==> src/rtl/sliding_window_vq_histogram_top_defines.svh <==
// Assertion macros shared by the block's checks
`ifndef SLIDING_WINDOW_VQ_HISTOGRAM_TOP_DEFINES_SVH
`define SLIDING_WINDOW_VQ_HISTOGRAM_TOP_DEFINES_SVH

// implication checked on every edge outside reset
`define SWVQ_ASSERT_IMP(label, clk, rst_n, ante, cons, msg) \
    label: assert property (@(posedge clk) disable iff (!rst_n) (ante) |-> (cons)) \
        else $error(msg);

// next-cycle implication
`define SWVQ_ASSERT_NXT(label, clk, rst_n, ante, cons, msg) \
    label: assert property (@(posedge clk) disable iff (!rst_n) (ante) |=> (cons)) \
        else $error(msg);

`endif

==> src/rtl/swvq_pkg.sv <==
`timescale 1ns / 1ps
package swvq_pkg;
    localparam int DefMaxWindow   = 16;
    localparam int DefMaxClusters = 16;
    localparam int DefSampleWidth = 16;
    localparam int DefCountWidth  = 24;

    localparam logic [1:0] ModeLoad   = 2'd0;
    localparam logic [1:0] ModeSample = 2'd1;
    localparam logic [1:0] ModeEnd    = 2'd2;

    localparam logic [1:0] CfgWinLen  = 2'd0;
    localparam logic [1:0] CfgClust   = 2'd1;
    localparam logic [1:0] CfgNorm    = 2'd2;

    // divider control between sequencer and divider
    typedef struct packed {
        logic        start;
        logic [47:0] dividend;
        logic [47:0] divisor;
    } t_div_req;

    typedef struct packed {
        logic        busy;
        logic        done;
        logic [47:0] quotient;
    } t_div_rsp;
endpackage

==> src/rtl/swvq_mac.sv <==
`timescale 1ns / 1ps
// Shared squared-difference accumulate unit: one element per cycle,
// the product registered before the saturating add.
module swvq_mac #(
    parameter int SampleWidth = swvq_pkg::DefSampleWidth
) (
    input  logic                   i_clk,
    input  logic                   i_clr,
    input  logic                   i_en,
    input  logic [SampleWidth-1:0] i_a,
    input  logic [SampleWidth-1:0] i_b,
    output logic [63:0]            o_acc
);
    localparam int DW = SampleWidth + 1;
    logic signed [DW-1:0] w_diff;
    logic [DW-1:0]        w_abs;
    logic [2*DW-1:0]      r_sq;
    logic                 r_vld;
    logic [63:0]          r_acc;
    logic [64:0]          w_sum;

    assign w_diff = DW'($signed(i_a)) - DW'($signed(i_b));
    assign w_abs  = w_diff[DW-1] ? DW'(-w_diff) : DW'(w_diff);
    assign w_sum  = {1'b0, r_acc} + 65'(r_sq);

    always_ff @(posedge i_clk) begin
        r_sq  <= w_abs * w_abs;
        r_vld <= i_en;
        if (i_clr) r_acc <= '0;
        else if (r_vld) r_acc <= w_sum[64] ? '1 : w_sum[63:0];
    end

    assign o_acc = r_acc;
endmodule

==> config.mk <==
export PLATFORM = sky130hd
export DESIGN_NAME = swvq_mac
export DESIGN_NICKNAME = d
export VERILOG_FILES = /design/src/rtl/sliding_window_vq_histogram_top_defines.svh /design/src/rtl/swvq_pkg.sv /design/src/rtl/swvq_mac.sv
export SDC_FILE = /design/constraint.sdc
export NUM_CORES = 1
export LEC_CHECK = 0
export ABC_AREA = 1
export ABC_CLOCK_PERIOD_IN_PS = 8300
export CORE_MARGIN = 3
export CORE_UTILIZATION = 25
export CTS_CLUSTER_SIZE = 8
export DETAILED_ROUTE_END_ITERATION = 12
export DONT_BUFFER_PORTS = 1
export PLACE_DENSITY_LB_ADDON = 0.08
export SYNTH_ARGS = -nofsm -noshare
export SYNTH_HDL_FRONTEND = slang
export SYNTH_SLANG_ARGS = --single-unit
==> constraint.sdc <==
create_clock -name i_clk -period 8.3 [get_ports i_clk]
set_input_delay 1.66 -clock i_clk [delete_from_list [all_inputs] [get_ports i_clk]]
set_output_delay 1.66 -clock i_clk [all_outputs]
set_load 0.05 [all_outputs]
# Word-level counts from Yosys, hierarchy flattened
# Index checks and enable logic that the tools add are counted.
dict set report word_totals {
  elab_cells 9
  output_inout_bits 64
  regBits 99
  inputBits 35
}
dict set report classes {
  multipliers 1
  n_mux 2
  addsub 3
}
# cell n
set op_table {}
lappend op_table {{$add 64x34->65} 1}
lappend op_table {{$mux 64} 1}
lappend op_table {{$mul 17x17->34} 1}
lappend op_table {{$mux 17} 1}
lappend op_table {{$neg 17->17} 1}
lappend op_table {{$sub 16x16->17} 1}

# Logic depth before layout (Yosys ltp)
dict set report depth {
  ltp_word 4
  ltp_mapped 42
}

# Worst setup path before layout
# Ideal clock, no wire load.
dict set report synth_path {
  path_kind {input-to-reg}
  startpoint {input i_a[0]}
  endpoint {register r_sq[28]}
  required_ns 8.187
  arrival_ns 8.352
  stages 36
  path_slack_ns -0.165
  cell_sequence {inv_1 ha_1 fa_1 ha_1 inv_1 a21oi_1 nand2_1 nor2_1 nand2_2 nor2_2 nand2_1 nand2_1 nand2_1 nand2_2 nand2_1 fa_1 inv_1 fa_1 inv_1 fa_1 inv_1 fa_1 fa_1 inv_1 fa_1 inv_1 ha_1 nand2_1 nor4_1 a21oi_1 o21ai_0 a21oi_1 o21bai_1 nand2_1 inv_1 nor2_1}
}
dict set report synth_via {
  elab_chain_len 4
}
# element line
set synth_lines {}
lappend synth_lines {{start: declaration} swvq_mac.sv:10} ;# input logic [SampleWidth-1:0] i_a,
lappend synth_lines {{$sub 16x16->17 *} swvq_mac.sv:22} ;# assign w_diff = DW'($signed(i_a)) - DW'($signed(i_b));
lappend synth_lines {{$neg 17->17} swvq_mac.sv:23} ;# assign w_abs = w_diff[DW-1] ? DW'(-w_diff) : DW'(w_diff);
lappend synth_lines {{$mux 17 *} swvq_mac.sv:23}
lappend synth_lines {{$mul 17x17->34 *} swvq_mac.sv:27} ;# r_sq <= w_abs * w_abs;
lappend synth_lines {{end signal: assignment} swvq_mac.sv:27}
lappend synth_lines {{end: declaration} swvq_mac.sv:17} ;# logic [2*DW-1:0] r_sq;
# Mark *: on every way between the ends. The rest lies on a longest branch, timed or not.
# A chain may end at the register's enable or synchronous reset.

# Worst setup path in the final report
dict set report layout_path {
  startpoint {input i_a[0]}
  endpoint {register r_sq[30]}
}
# Same word-level chain as after synthesis.

==> qor.csv <==
metric;value;unit
status;finished, final reports clean;
commonest cells in the synthesized netlist;486 x inv_1, 464 x nand2_1, 228 x nor2_1, 193 x fa_1, 158 x ha_1;
Hold Vio Cnt, Final;0;
GPL Wtd Cong;0.8466;
Hold Path Sink;o_acc[0]$_SDFFE_PP0P_;
share of layout cells above drive strength 1;0.2258;
drt total wl;54660;um
Top FF cell, synth;dfxtp_1;
Fmax;123.9;MHz
Syn. warnings;0;
H-tree levels;3;
critical path fanouts, max;6;
critical path's largest stage delay;0.57;ns
DR WL/cell;15.80;um
WP data required;8.61;ns
Cells after Synth;2299;
vias per std cell;4.383;
Hold Crit Depth;3;
Initial Utilization;0.2553;
Setup crit end kind;register;
Detail Route Antenna Nets;0;
Slowest cell on crit path;fa_2;
Non-Filler Instances;3459;
CTS tree;built;
Slew @ Worst Pin;0.8559;ns
num rows;92;
Cell Area, Synth;0.01625;mm^2
hpwl dp;47390;um
Port Buffers;0;
Critical Path Source Type;primary input;
max-cap viol count;0;
number of global-route vias before repair;16164;
sinks on the clock net;98;
crit path DAT;8.38;ns
Num CTS Buffers;9;
worst min path class;reg -> reg;
GRT Total Usage;0.1643;
count of final max-slew check failures;0;
die height;261.0;um
Core Area;0.06366;mm^2
Cells after DPL;3409;
CP top delay family;adder cells;
RR Startpoint;o_acc[0]$_SDFFE_PP0P_;
DR DRC count;0;
clock root buffer;clkbuf_16;
syn avg cell area;7.069;um^2
#FFs+latches synth;98;
Fillers;6957;
final worst-path setup slack;0.2268;ns
pin count of the biggest net entering global routing;71;
Top-Level Pins;99;
share of the synthesized area in the top cell type;0.2378;
drt first pass iters;5;
critical path's most frequent cell;fa_1;
setup repair after global routing missed its margin;true;
r2r endpoint;o_acc[18]$_SDFFE_PP0P_;
Yosys top cell by area;fa_1;
global-route wire length before repair;88240;um
Synth cell types;51;
minimum clock period;8.073;ns
initial antenna violation count;0;
R2R depth;17;
worst path bufs/invs;9;
final setup fails;0;
via count;15161;
worst setup path category;in -> reg;
area delta synth->final;28.67;%
Worst slew margin;0.4234;
synth top area cells;fa_1 24%, ha_1 12%, dfxtp_1 12%;
Clock Path Buffers;2;
DR iter-0 viols;726;
Die ar.;0.06810;mm^2
Final #Nets;2995;
r2r setup slk;4.79;ns
Setup WS pre-CTS;-0.6108;ns
final period utilization;0.9727;
min-delay src;r_sq[0]$_DFF_P_;
sequential-to-total area share from yosys stat;0.1207;
Remaining Overflow, GRT;0;
antenna cells;0;
number of flops mapped to enable cells by yosys;0;
die span in x;261.0;um
Clock Skew;0.01659;ns
Worst-path clk slew;0.08;ns
Clock Latency Late Sink;0.37;ns
count leader, synth;inv_1;
ys async rst share;0;
==> repair_timing <==
action | in CTS | in global routing
pin swaps | 30 | 59
buffers inserted | 7 | 26
endpoints found under the setup margin | 11 | 20
resized for setup | 53 | 148
hold buffers | 0 | 0
cloned | 1 | 1
==> final cells by class <==
| cell class | count | area [um^2] | area share |
|---|---|---|---|
| Clock buffer | 9 | 225.2 | 0.01077 |
| Tap cell | 846 | 1059 | 0.05062 |
| Timing Repair Buffer | 321 | 2569 | 0.1228 |
| Inverter | 513 | 1963 | 0.09388 |
| Sequential cell | 98 | 1963 | 0.09388 |
| Multi-Input combinational cell | 1666 | 13080 | 0.6255 |
| Clock inverter | 6 | 51.30 | 0.002453 |
==> stage by stage <==
step                      TNS (ns)  cell area [um^2]  utilization  hold slack [ns]
after floorplan           -0.02290             16460            -           0.5296
after global placement      -7.637             19530       0.3068           0.6583
after global routing       -0.6905             20910       0.3285           0.7110
after detailed placement    -8.174             19530       0.3068           0.6579
after CTS                 -0.02395             20120       0.3161           0.6758
final                            0             20910       0.3285           0.6577
==> state kept, by name, summed over array words and instances, names as in the netlist <==
register,count
r_sq,33
r_vld,1
o_acc,64
==> tightest hold or removal path, stage by stage, from the launching register on <==
cell,delay [ns]
dfxtp_1,0.38
ha_1,0.13
o21ai_0,0.08
inv_1,0.05
==> worst max path at each step <==
stage,depth (start not counted),startpoint,slack [ns],endpoint
floorplan,36,i_a[0],-0.02,r_sq[28]$_DFF_P_
global placement,35,i_a[0],-0.55,r_sq[30]$_DFF_P_
detailed placement,36,i_a[0],-0.61,r_sq[30]$_DFF_P_
CTS,35,i_a[0],-0.02,r_sq[30]$_DFF_P_
global route,38,i_a[0],-0.15,r_sq[33]$_DFF_P_
finish,36,i_a[0],0.23,r_sq[30]$_DFF_P_
==> layout by cell type, fill, tap and decap left out, types with 6 or more instances in the layout <==
master	instances
inv_1	470
nand2_1	427
buf_4	302
nor2_1	199
fa_1	183
ha_1	137
a21oi_1	111
nand3_1	101
dfxtp_1	97
o21ai_0	79
nand2_2	48
inv_2	34
nand4_1	33
xor2_1	33
xnor2_1	31
nor3_1	30
nor2_2	28
a21oi_2	25
a21o_1	17
ha_4	17
nor2_4	16
nand2_4	16
o21ai_1	13
conb_1	13
o21bai_1	12
nor4_1	11
fa_2	10
buf_12	10
clkbuf_16	9
buf_6	9
nand3_2	8
nand3b_1	6
==> per-layer routing <==
layer,track usage,vias to the layer above,part of all wire
met4,0.02292,0,0.0078
li1,-,7728,-
met3,0.01731,20,0.030
met5,0,-,0
met1,0.2221,7213,0.48
met2,0.2892,200,0.48
==> logic make-up after synthesis <==
logic type               count (synthesis)  share of synthesized area
other                                    2                  0.0004621
flip-flops                              98                     0.1207
XOR/XNOR                                68                    0.03873
AO/OA/AOI/OAI                          288                    0.09801
adder cells (fa/ha/maj)                351                     0.3594
buffers and inverters                  548                     0.1317
AND/OR/NAND/NOR                        944                     0.2510
Power is not shown: default switching activity piles up to over one toggle a cycle in this logic, so the estimate is an artifact.
