<file path="src/rtl/sliding_window_vq_histogram_top_defines.svh">
// Assertion macros shared by the block's checks
`ifndef SLIDING_WINDOW_VQ_HISTOGRAM_TOP_DEFINES_SVH
`define SLIDING_WINDOW_VQ_HISTOGRAM_TOP_DEFINES_SVH

// implication checked on every edge outside reset
`define SWVQ_ASSERT_IMP(label, clk, rst_n, ante, cons, msg) \
    label: assert property (@(posedge clk) disable iff (!rst_n) (ante) |-> (cons)) \
        else $error(msg);

// next-cycle implication
`define SWVQ_ASSERT_NXT(label, clk, rst_n, ante, cons, msg) \
    label: assert property (@(posedge clk) disable iff (!rst_n) (ante) |=> (cons)) \
        else $error(msg);

`endif

</file>
<file path="src/rtl/swvq_pkg.sv">
`timescale 1ns / 1ps
package swvq_pkg;
    localparam int DefMaxWindow   = 16;
    localparam int DefMaxClusters = 16;
    localparam int DefSampleWidth = 16;
    localparam int DefCountWidth  = 24;

    localparam logic [1:0] ModeLoad   = 2'd0;
    localparam logic [1:0] ModeSample = 2'd1;
    localparam logic [1:0] ModeEnd    = 2'd2;

    localparam logic [1:0] CfgWinLen  = 2'd0;
    localparam logic [1:0] CfgClust   = 2'd1;
    localparam logic [1:0] CfgNorm    = 2'd2;

    // divider control between sequencer and divider
    typedef struct packed {
        logic        start;
        logic [47:0] dividend;
        logic [47:0] divisor;
    } t_div_req;

    typedef struct packed {
        logic        busy;
        logic        done;
        logic [47:0] quotient;
    } t_div_rsp;
endpackage

</file>
<file path="src/rtl/swvq_div.sv">
`timescale 1ns / 1ps
// Restoring divider, one quotient bit a cycle
module swvq_div (
    input  logic              i_clk,
    input  logic              i_rst_n,
    input  swvq_pkg::t_div_req i_req,
    output swvq_pkg::t_div_rsp o_rsp
);
    logic [47:0] r_quo, n_quo;
    logic [47:0] r_rem, n_rem;
    logic [47:0] r_den;
    logic [5:0]  r_cnt, n_cnt;
    logic        r_busy, n_busy;
    logic        r_done, n_done;
    logic [48:0] w_trial;

    always_comb begin
        n_quo   = r_quo;
        n_rem   = r_rem;
        n_cnt   = r_cnt;
        n_busy  = r_busy;
        n_done  = 1'b0;
        w_trial = {r_rem, r_quo[47]};
        if (i_req.start) begin
            n_quo  = i_req.dividend;
            n_rem  = '0;
            n_cnt  = 6'd0;
            n_busy = 1'b1;
        end else if (r_busy) begin
            // shift in one dividend bit, subtract if it fits
            if (w_trial >= {1'b0, r_den}) begin
                n_rem = 48'(w_trial - {1'b0, r_den});
                n_quo = {r_quo[46:0], 1'b1};
            end else begin
                n_rem = w_trial[47:0];
                n_quo = {r_quo[46:0], 1'b0};
            end
            n_cnt = r_cnt + 6'd1;
            if (r_cnt == 6'd47) begin
                n_busy = 1'b0;
                n_done = 1'b1;
            end
        end
    end

    always_ff @(posedge i_clk) begin
        if (!i_rst_n) begin
            r_busy <= 1'b0;
            r_done <= 1'b0;
            r_cnt  <= '0;
        end else begin
            r_busy <= n_busy;
            r_done <= n_done;
            r_cnt  <= n_cnt;
        end
        r_quo <= n_quo;
        r_rem <= n_rem;
        if (i_req.start) r_den <= i_req.divisor;
    end

    assign o_rsp.busy     = r_busy;
    assign o_rsp.done     = r_done;
    assign o_rsp.quotient = r_quo;
endmodule

</file>
<file path="config.mk">
export PLATFORM = sky130hd
export DESIGN_NAME = swvq_div
export DESIGN_NICKNAME = d
export VERILOG_FILES = /design/src/rtl/sliding_window_vq_histogram_top_defines.svh /design/src/rtl/swvq_pkg.sv /design/src/rtl/swvq_div.sv
export SDC_FILE = /design/constraint.sdc
export NUM_CORES = 1
export LEC_CHECK = 0
export BUFFER_PORTS_ARGS = -buffer_cell sky130_fd_sc_hd__buf_4
export CAP_MARGIN = 0
export CORE_MARGIN = 4
export CORE_UTILIZATION = 32
export CTS_BUF_LIST = sky130_fd_sc_hd__clkbuf_8
export DETAILED_ROUTE_END_ITERATION = 10
export PLACE_DENSITY = 0.59
export SYNTH_ARGS = -nofsm -noshare
export SYNTH_HDL_FRONTEND = slang
export SYNTH_SLANG_ARGS = --single-unit
</file>
<file path="constraint.sdc">
create_clock -name i_clk -period 5.8 [get_ports i_clk]
set_input_delay 1.16 -clock i_clk [delete_from_list [all_inputs] [get_ports i_clk]]
set_output_delay 1.16 -clock i_clk [all_outputs]
set_load 0.005 [all_outputs]
</file>
* Word-level counts from Yosys, hierarchy flattened
Cells that the tools add are included.
Widths: inputs -> output; s select.
** Storage, ports and cells
- Register bits after elaboration :: 152
- Latch bits :: 0
- Bits in writable memories :: 0
- Bits in read-only memories :: 0
- Input bits :: 99
- Output and inout bits :: 50
- Word-level logic and storage cells :: 23
- Memories kept :: 0
** Cells by class
- $add $sub $neg :: 2
- Multiply operators :: 0
- Divide/modulo/power cells :: 0
- Magnitude comparators :: 1
- Equal/unequal tests :: 1
- Shift operators :: 0
- Mux-type cells :: 8
- Bitwise gates (word level) :: 2
- Reductions and logical operators :: 3
** Operator list (number)
- $mux 48 :: 3
- $ge 49x48->1 :: 1
- $sub 48x48->48 :: 1
- $add 6x1->6 const B :: 1
- $eq 6x6->1 const B :: 1
- $mux 1 :: 5
- $reduce_or 3->1 :: 1
- $not 1->1 :: 2
- $reduce_bool 2->1 :: 1
- $reduce_or 2->1 :: 1

* Longest topological paths before layout
- Depth in word-level cells :: 4
- Mapped depth :: 14
- Gate-level depth less buffers :: 12

* Worst setup path after synthesis
No wires, ideal clock.
- Path type :: input to register
- Start :: input i_req[96] (netlist name)
- End :: register r_quo[0] (enable)
- Setup time :: 0.402 ns
- Data arrival time :: 2.802 ns
- Required time :: 5.398 ns
- Path slack :: 2.595 ns
- Stages :: 4
- Path buffers :: 2
- Cells stage by stage :: clkbuf_1 > clkbuf_1 > nor2_1 > inv_1
** On the way
- Cells in the longest elaborated chain, start to end :: 1
** Ends and longest elaborated chain
- start: declaration :: RTL line swvq_div.sv:6 : input swvq_pkg::t_div_req i_req,
- $reduce_bool 2->1 (no line)
- end signal: assignment :: RTL line swvq_div.sv:56 : r_quo <= n_quo;
- end: declaration :: RTL line swvq_div.sv:9 : logic [47:0] r_quo, n_quo;
No other way between the ends.
A chain may end at the register's enable or synchronous reset.

* Worst setup path in the final report
- Start :: register r_den[22]
- End :: register r_rem[0]
** On the way
- Cells in the longest elaborated chain, start to end :: 2
** Ends and longest elaborated chain
- start: declaration :: RTL line swvq_div.sv:11 : logic [47:0] r_den;
- start signal: assignment :: RTL line swvq_div.sv:58 : if (i_req.start) r_den <= i_req.divisor;
- $ge 49x48->1 :: RTL line swvq_div.sv:31 : if (w_trial >= {1'b0, r_den}) begin
- $mux 48 :: RTL line swvq_div.sv:31
- end signal: assignment :: RTL line swvq_div.sv:57 : r_rem <= n_rem;
- end: declaration :: RTL line swvq_div.sv:10 : logic [47:0] r_rem, n_rem;
No other way between the ends.

==> impl_metrics.env <==
export IMPL_cp_max_fo=40
export IMPL_powerDensity_nw_per_um2=264.3
export IMPL_min_period_ps=3819
export IMPL_antenna_found_initial=0
export IMPL_diodes=0
export IMPL_rsz0062_at_grt="no"
export IMPL_routed_wl_um=24170
export IMPL_die_x_um=178.2
export IMPL_syn_area_um2=9274
export IMPL_setup_viol=0
export IMPL_slowest_stage="a31oi_4"
export IMPL_area_growth_pct=19.44
export IMPL_cp_arrival_ps=4220
export IMPL_rrSetupSlack_ps=1980
export IMPL_avgSynthCellArea_um2=10.04
export IMPL_switching_share=0.3121
export IMPL_power_frac_comb=0.239
export IMPL_routedWlPerCell_um=16.77
export IMPL_drt_initial_drc_count=515
export IMPL_maxSlewHeadroom=0.3083
export IMPL_nets=1193
export IMPL_port_buffers=148
export IMPL_crit_type="reg -> reg"
export IMPL_hold_viol_final=0
export IMPL_dr_pass1_iters=4
export IMPL_reg2reg_from="r_den[22]"
export IMPL_critPathLaunch="r_den[22]"
export IMPL_static_leakage_power_nw=4.550
export IMPL_h_tree_depth=4
export IMPL_yosysTopAreaCell="edfxtp_1"
export IMPL_async_reset_ff_frac=0
export IMPL_power_share_clock=0.317
export IMPL_clock_root_buffer="clkbuf_8"
export IMPL_yosysSeqAreaShare=0.4317
export IMPL_start_util=0.3240
export IMPL_die_y_um=178.2
export IMPL_timing_final_crit_share=0.6584
export IMPL_cts_sinks=152
export IMPL_die_area_um2=31770
export IMPL_crit_chain="inv_1, ha_1, nand4_2, nor3_4, nand3_1, o31ai_1, a21o_1, inv_2, a31oi_4, buf_12, mux2_4, a211oi_2"
export IMPL_critical_path_endpoint="r_rem[0]"
export IMPL_gp_congestion=0.8735
export IMPL_syn_inst=924
export IMPL_syn_nets=1073
export IMPL_irDropWorstVdd_mv=0.1535
export IMPL_internal_power_mw=2.014
export IMPL_fp_row_count=62
export IMPL_finalClockSkew_ps=22.83
export IMPL_grt_use_total=0.1544
export IMPL_coreArea_um2=28630
export IMPL_drive_above_1_share=0.2479
export IMPL_ys_ff_latch=152
export IMPL_mostFrequentLayoutCells="150 x buf_4, 96 x edfxtp_1, 82 x nor2_1, 68 x inv_1, 62 x a21oi_1"
export IMPL_synth_ff_type="edfxtp_1"
export IMPL_grt_max_degree=88
export IMPL_slowest_delay_ps=780
export IMPL_r2r_end="r_rem[0]"
export IMPL_crit_required_ps=6200
export IMPL_synth_top_area_frac=0.3108
export IMPL_cp_end_kind="flip-flop"
export IMPL_drc=0
export IMPL_synth_edf_count=96
export IMPL_maxSlewViolCount=0
export IMPL_r2r_cells=12
export IMPL_worstMarginPinSlew_ps=1036
export IMPL_synth_area_leaders="edfxtp_1 31%, dfxtp_1 12%, ha_1 6.6%, mux2_2 5.8%, mux2i_1 3.5%"
export IMPL_cts_hold_buf=0
export IMPL_clkTransAtPathRegs_ps=90
export IMPL_ios=149
export IMPL_startpoint_type="flip-flop"
export IMPL_grt_ovfl_total=0
export IMPL_cts_setup_buffers=0
export IMPL_power_switching_mw=0.9137
export IMPL_final_common_cell="buf_4"
export IMPL_status="finished, final reports clean"
export IMPL_seqPwrFrac=0.445
export IMPL_setup_tns_final_ps=0
export IMPL_maxCapViolCount=0
export IMPL_grt_first_pass_wirelength_um=38980
export IMPL_clock_latency_ps=480
export IMPL_min_path_type="reg -> reg"
export IMPL_place_hpwl_um=17710
export IMPL_hold_worst_slack_ps=495.7
export IMPL_cts_resized=0
export IMPL_cts_buffers=17
export IMPL_cts_tree="built"
export IMPL_synth_distinct_cells=84
export IMPL_ant_nets=0
export IMPL_grt_pass1_vias=7396
export IMPL_fmax_mhz=261.9
export IMPL_ys_warnings_count=0
export IMPL_clockBufferDepth=2
export IMPL_routed_via_density=5.080
export IMPL_num_vias=7321
power by group through the flow:
stage | Combinational (mW) | Clock [mW] | Sequential, mW
global route | 0.779 | 1.01 | 1.31
floorplan | 0.475 | 0 | 1.31
CTS | 0.703 | 0.966 | 1.30
finish | 0.699 | 0.928 | 1.30
detailed placement | 0.698 | 0 | 1.32
global placement | 0.697 | 0 | 1.32
metrics by stage:
stage	power (mW)	instance area, um^2	util	worst slack (ps)	instances
2_1_floorplan	1.788	9274	-	2595	924
3_3_place_gp	2.020	10640	0.3715	2070	1409
3_5_place_dp	2.023	10640	0.3715	2029	1409
4_1_cts	2.971	11080	0.3870	1982	1441
5_1_grt	3.100	11080	0.3870	1656	1441
6_report	2.928	11080	0.3870	1981	1441
sequential cells by signal, indices dropped and copies added, names as in the netlist:
signal and flops:
r_den 48, r_quo 48, r_rem 48, r_cnt 6
r_busy 1, r_done 1
logic make-up after synthesis:
| group | share of synthesized area |
|---|---|
| compound gates | 0.1743 |
| xor+xnor | 0.03778 |
| fa+ha+maj | 0.06827 |
| buf+inv | 0.05869 |
| flops | 0.4317 |
| mux | 0.09606 |
| simple gates | 0.1332 |
area by class of cell:
type,count,area (um^2)
well taps,384,480.5
multi-input cells,650,4726
repair buffers,152,1157
clock inverters,15,207.7
flip-flops and latches,152,4005
clock buffers,17,234.0
inverters,71,266.5
fillers,2868,17550
Yosys cell counts, drive strengths merged (9+ instances only):
| cell type | instances |
|---|---|
| a211oi | 36 |
| a21o | 26 |
| a21oi | 63 |
| a311oi | 10 |
| and3 | 9 |
| buf | 20 |
| clkbuf | 31 |
| dfxtp | 56 |
| edfxtp | 96 |
| ha | 49 |
| inv | 70 |
| mux2 | 50 |
| mux2i | 32 |
| nand2 | 56 |
| nand3 | 25 |
| nand4 | 14 |
| nor2 | 82 |
| nor2b | 10 |
| nor3 | 10 |
| o21ai | 33 |
| o21bai | 9 |
| or3 | 9 |
| xnor2 | 25 |
| xor2 | 15 |
worst max-delay path, delay by kind of cell, from the launching register on:
family | cells | cell delay, ps
AO/OA/AOI/OAI | 4 | 1530
adder cells (fa/ha/maj) | 1 | 430
buffers and inverters | 3 | 410
flip-flops | 1 | 350
multiplexers | 1 | 330
AND/OR/NAND/NOR | 3 | 660
worst min path at each step:
stage,startpoint,end,cells after the start
floorplan,r_cnt[5],r_cnt[5],2
global placement,r_cnt[5],r_cnt[5],2
detailed placement,r_cnt[5],r_cnt[5],2
CTS,r_cnt[5],r_cnt[5],2
global route,r_rem[30],r_rem[30],2
finish,r_cnt[5],r_cnt[5],2
per-layer routing:
metal | part of all wire | GRT usage | vias up
li1 | - | - | 3635
met1 | 0.44 | 0.1888 | 3471
met2 | 0.47 | 0.2588 | 196
met3 | 0.075 | 0.05659 | 19
met4 | 0.012 | 0.03902 | 0
met5 | 0 | 0 | -
Power figures use the tool's default switching activity.
